### config.mk
export PLATFORM = sky130hd
export DESIGN_NAME = dmc_ram
export DESIGN_NICKNAME = d
export VERILOG_FILES = /design/src/hdl/dmc_ram.sv
export SDC_FILE = /design/constraint.sdc
export NUM_CORES = 2
export LEC_CHECK = 0
export BUFFER_PORTS_ARGS = -buffer_cell sky130_fd_sc_hd__buf_4
export CAP_MARGIN = 20
export CORE_AREA = 4 4 675 677
export CTS_BUF_LIST = sky130_fd_sc_hd__clkbuf_8 sky130_fd_sc_hd__clkbuf_16
export DETAILED_ROUTE_END_ITERATION = 8
export DIE_AREA = 0 0 679 681
export GPL_TIMING_DRIVEN = 0
export SETUP_SLACK_MARGIN = 0.1
export SLEW_MARGIN = 20
export SYNTH_ARGS = -nofsm -noshare
export SYNTH_HDL_FRONTEND = slang
export SYNTH_SLANG_ARGS = --single-unit
### constraint.sdc
create_clock -name clk -period 8.6 [get_ports clk]
set_input_delay 1.72 -clock clk [delete_from_list [all_inputs] [get_ports clk]]
set_output_delay 1.72 -clock clk [all_outputs]
set_load 0.05 [all_outputs]
### src/hdl/dmc_ram.sv
// ----------------------------------------------------------------------------
// dmc_ram
// Simple dual-port synchronous memory, one write and one registered read port.
// ----------------------------------------------------------------------------
`default_nettype none

module dmc_ram #(
    parameter int DEPTH = 64,
    parameter int WIDTH = 64
) (
    input  wire logic                     clk,
    input  wire logic                     we,
    input  wire logic [$clog2(DEPTH)-1:0] waddr,
    input  wire logic [WIDTH-1:0]         wdata,
    input  wire logic                     re,
    input  wire logic [$clog2(DEPTH)-1:0] raddr,
    output      logic [WIDTH-1:0]         rdata
);

    logic [WIDTH-1:0] mem [DEPTH];

    always_ff @(posedge clk)
    begin
        if (we)
        begin
            mem[waddr] <= wdata;
        end
    end

    always_ff @(posedge clk)
    begin
        if (re)
        begin
            rdata <= mem[raddr];
        end
    end

endmodule

`default_nettype wire

==> qor.yml <==
post_cts_resized: 0
final_cells: 13700
n_fill_cell: 38400
yosys.area.top_type: "edfxtp_1"
die_area_mm2: 0.462
rsz0062_at_grt: "no"
setup_viol: 0
power_per_cell_area_mw_per_mm2: 228
synth_area_mm2: 0.157
io_pins: 143
crit_family: "buffers and inverters"
ir_worst_vdd_mv: 0.182
slew_viol_final: 0
drc: 0
place_area_mm2: 0.172
crit_top_cell: "buf_2"
cts_buffers: 397
p_leak_nw: 57.3
synthMuxAreaShare: 0.156
final_area_mm2: 0.185
finalWeightedCongestion: 0.811
synth.distinct_cells: 32
area_growth_pct: 17.6
dp_hpwl_um: 299000
yosysWarnings: 0
hp-class: "register to register"
period_needed_ns: 5.25
syn_nets: 6677
async_flop_share: 0
min_period_over_period: 0.611
status: "complete, no violations"
drt-vias-per-instance: 5.56
antenna_found_initial: 52
ys.flop_type: "edfxtp_1"
row_count: 246
worstSetupStartpointType: "input pin"
worst-setup-path-type: "input pin to register"
postRouteAntennaNets: 0
crit_path_top_delay_cell: "buf_2"
max_freq_ghz: 0.190
first_pass_iters: 8
synthSimpleGateAreaFrac: 0.0123
synth-xor-area-share: 0
vias: 76200
ys_seq_area_frac: 0.796
postLayoutCoreUtil: 0.411
cts_hold_buffers: 0
postCtsSetupRepairBufs: 0
cts_root_buf: "clkbuf_16"
tritoncts: "yes"
yosysMostFrequentCell: "edfxtp_1"
htreeDepth: 5
clkTransAtPathRegs_ns: 0.06
grt_max_degree: 65
clock-sinks: 4160
tns_ns: 0
wl_per_cell_um: 32.0
avgSynthCellArea_um2: 23.8
synth_compound_area_frac: 0.0247
core-area_mm2: 0.449
synthTopCellsByArea: "edfxtp_1, mux4_2, mux2i_1, a22oi_1, buf_2"
drv_cap: 0
drt_iter0_markers: 10000
max_slew.worst_pin.slew_ns: 1.21
gr-total-overflow: 0
hold_viol_final: 0
layout.nets: 7486
die_w_um: 679
max_slew_margin: 0.192
dp.cells: 13000
drive_gt1_frac: 0.302
chipHeight_um: 681
synth_commonest_cells: "edfxtp_1, mux4_2, buf_2"
synth_seq_cells: 4160
grt_pass1_wl_um: 611000
synth_top_area_frac: 0.796
holdWs_ns: 0.969
cp_max_fo: 12
grt_pass1_vias: 76700
cp_cell_sequence: "buf_2 -> buf_4 -> buf_2 -> buf_2 -> buf_4 -> mux2i_1 -> o22ai_1 -> a31oi_1 -> a211oi_2"
crit_buf_inv: 5
wirelength_um: 439000
crit_required_ns: 9.23
endpoint_kind: "register"
grt_util_all_layers: 0.187
synth_fa_ha_area_frac: 0
start_util: 0.350
clockBufferDepth: 4
clk_latency_ns: 0.93
slowest_delay_ns: 0.73
syn_inst: 6598
crit_arrival_ns: 5.88
fin_skew_ns: 0.0767
port_buffers: 134
synth_edf_count: 4160
synth_top_family_by_area: "multiplexers"
==> layout make-up <==
type / count / area (µm²) / area share
Clock inverter: 321 / 2640 / 0.0143
Tap cell: 5952 / 7450 / 0.0403
Buffer: 370 / 1790 / 0.00968
Timing Repair Buffer: 410 / 6750 / 0.0366
Inverter: 19 / 71.3 / 0.000386
Sequential cell: 4160 / 125000 / 0.677
Multi-Input combinational cell: 2049 / 30800 / 0.167
Clock buffer: 404 / 10100 / 0.0548
Antenna cell: 23 / 57.6 / 0.000312
==> routing by layer <==
layer | part of all wire | global-route usage | routed length [µm] | up-vias
met5 | 0.00032 | 0 | 142 | -
met4 | 0.042 | 0.0720 | 18600 | 28
met3 | 0.083 | 0.0334 | 36600 | 770
met2 | 0.49 | 0.310 | 216000 | 3877
met1 | 0.38 | 0.245 | 168000 | 41300
li1 | - | - | - | 30300
==> where the power goes <==
part / leakage, nW / switching [mW] / internal, mW / total, mW
clock network: 6.44 / 7.52 / 9.69 / 17.2
registers: 37.5 / 0.0441 / 22.5 / 22.5
logic: 13.3 / 1.58 / 0.755 / 2.34
total: 57.3 / 9.15 / 32.9 / 42.1
==> cells in the final DEF (no fill, tap or decap), types with 51 or more instances in the layout <==
cell / instances
a211oi_1: 51
a22o_1: 88
a22oi_1: 168
and3_1: 64
buf_12: 167
buf_16: 76
buf_2: 171
buf_4: 192
clkbuf_1: 131
clkbuf_16: 404
clkinv_1: 99
clkinv_2: 75
edfxtp_1: 4160
inv_1: 78
mux2i_1: 135
mux4_2: 1024
nand2_1: 58
nor2_4: 62
o22ai_1: 81
==> cell families after synthesis <==
family,after synthesis
compound gates,504
buf+inv,389
flops,4160
mux,1159
simple gates,386
==> path summary, 6_finish.rpt <==
kind	start	endpoint	slack, ns	cells past startpoint
setup reg to reg	mem[61][33]	rdata[33]	5.59	5
setup / recovery	raddr[2]	rdata[6]	3.35	9
hold reg to reg	mem[60][46]	rdata[46]	0.97	4
hold / removal	mem[60][46]	rdata[46]	0.97	4
==> flip-flops by register name (all words and copies together) (netlist names) <==
| register | flops |
|---|---|
| mem | 4096 |
| rdata | 64 |
==> per-stage QoR <==
| stage | setup slack, ns | power, mW |
|---|---|---|
| 2_1_floorplan | 1.44 | 24.1 |
| 3_3_place_gp | -5.27 | 25.2 |
| 3_5_place_dp | 2.45 | 25.3 |
| 4_1_cts | 3.44 | 42.3 |
| 5_1_grt | 3.41 | 43.3 |
| 6_report | 3.35 | 42.1 |
==> worst register-to-register path, delay by kind of cell (launching register included) <==
kind            cells  cell delay (ns)
compound gates      3             1.61
mux                 2             0.70
flops               1             0.37
Power figures use the tool's default switching activity.
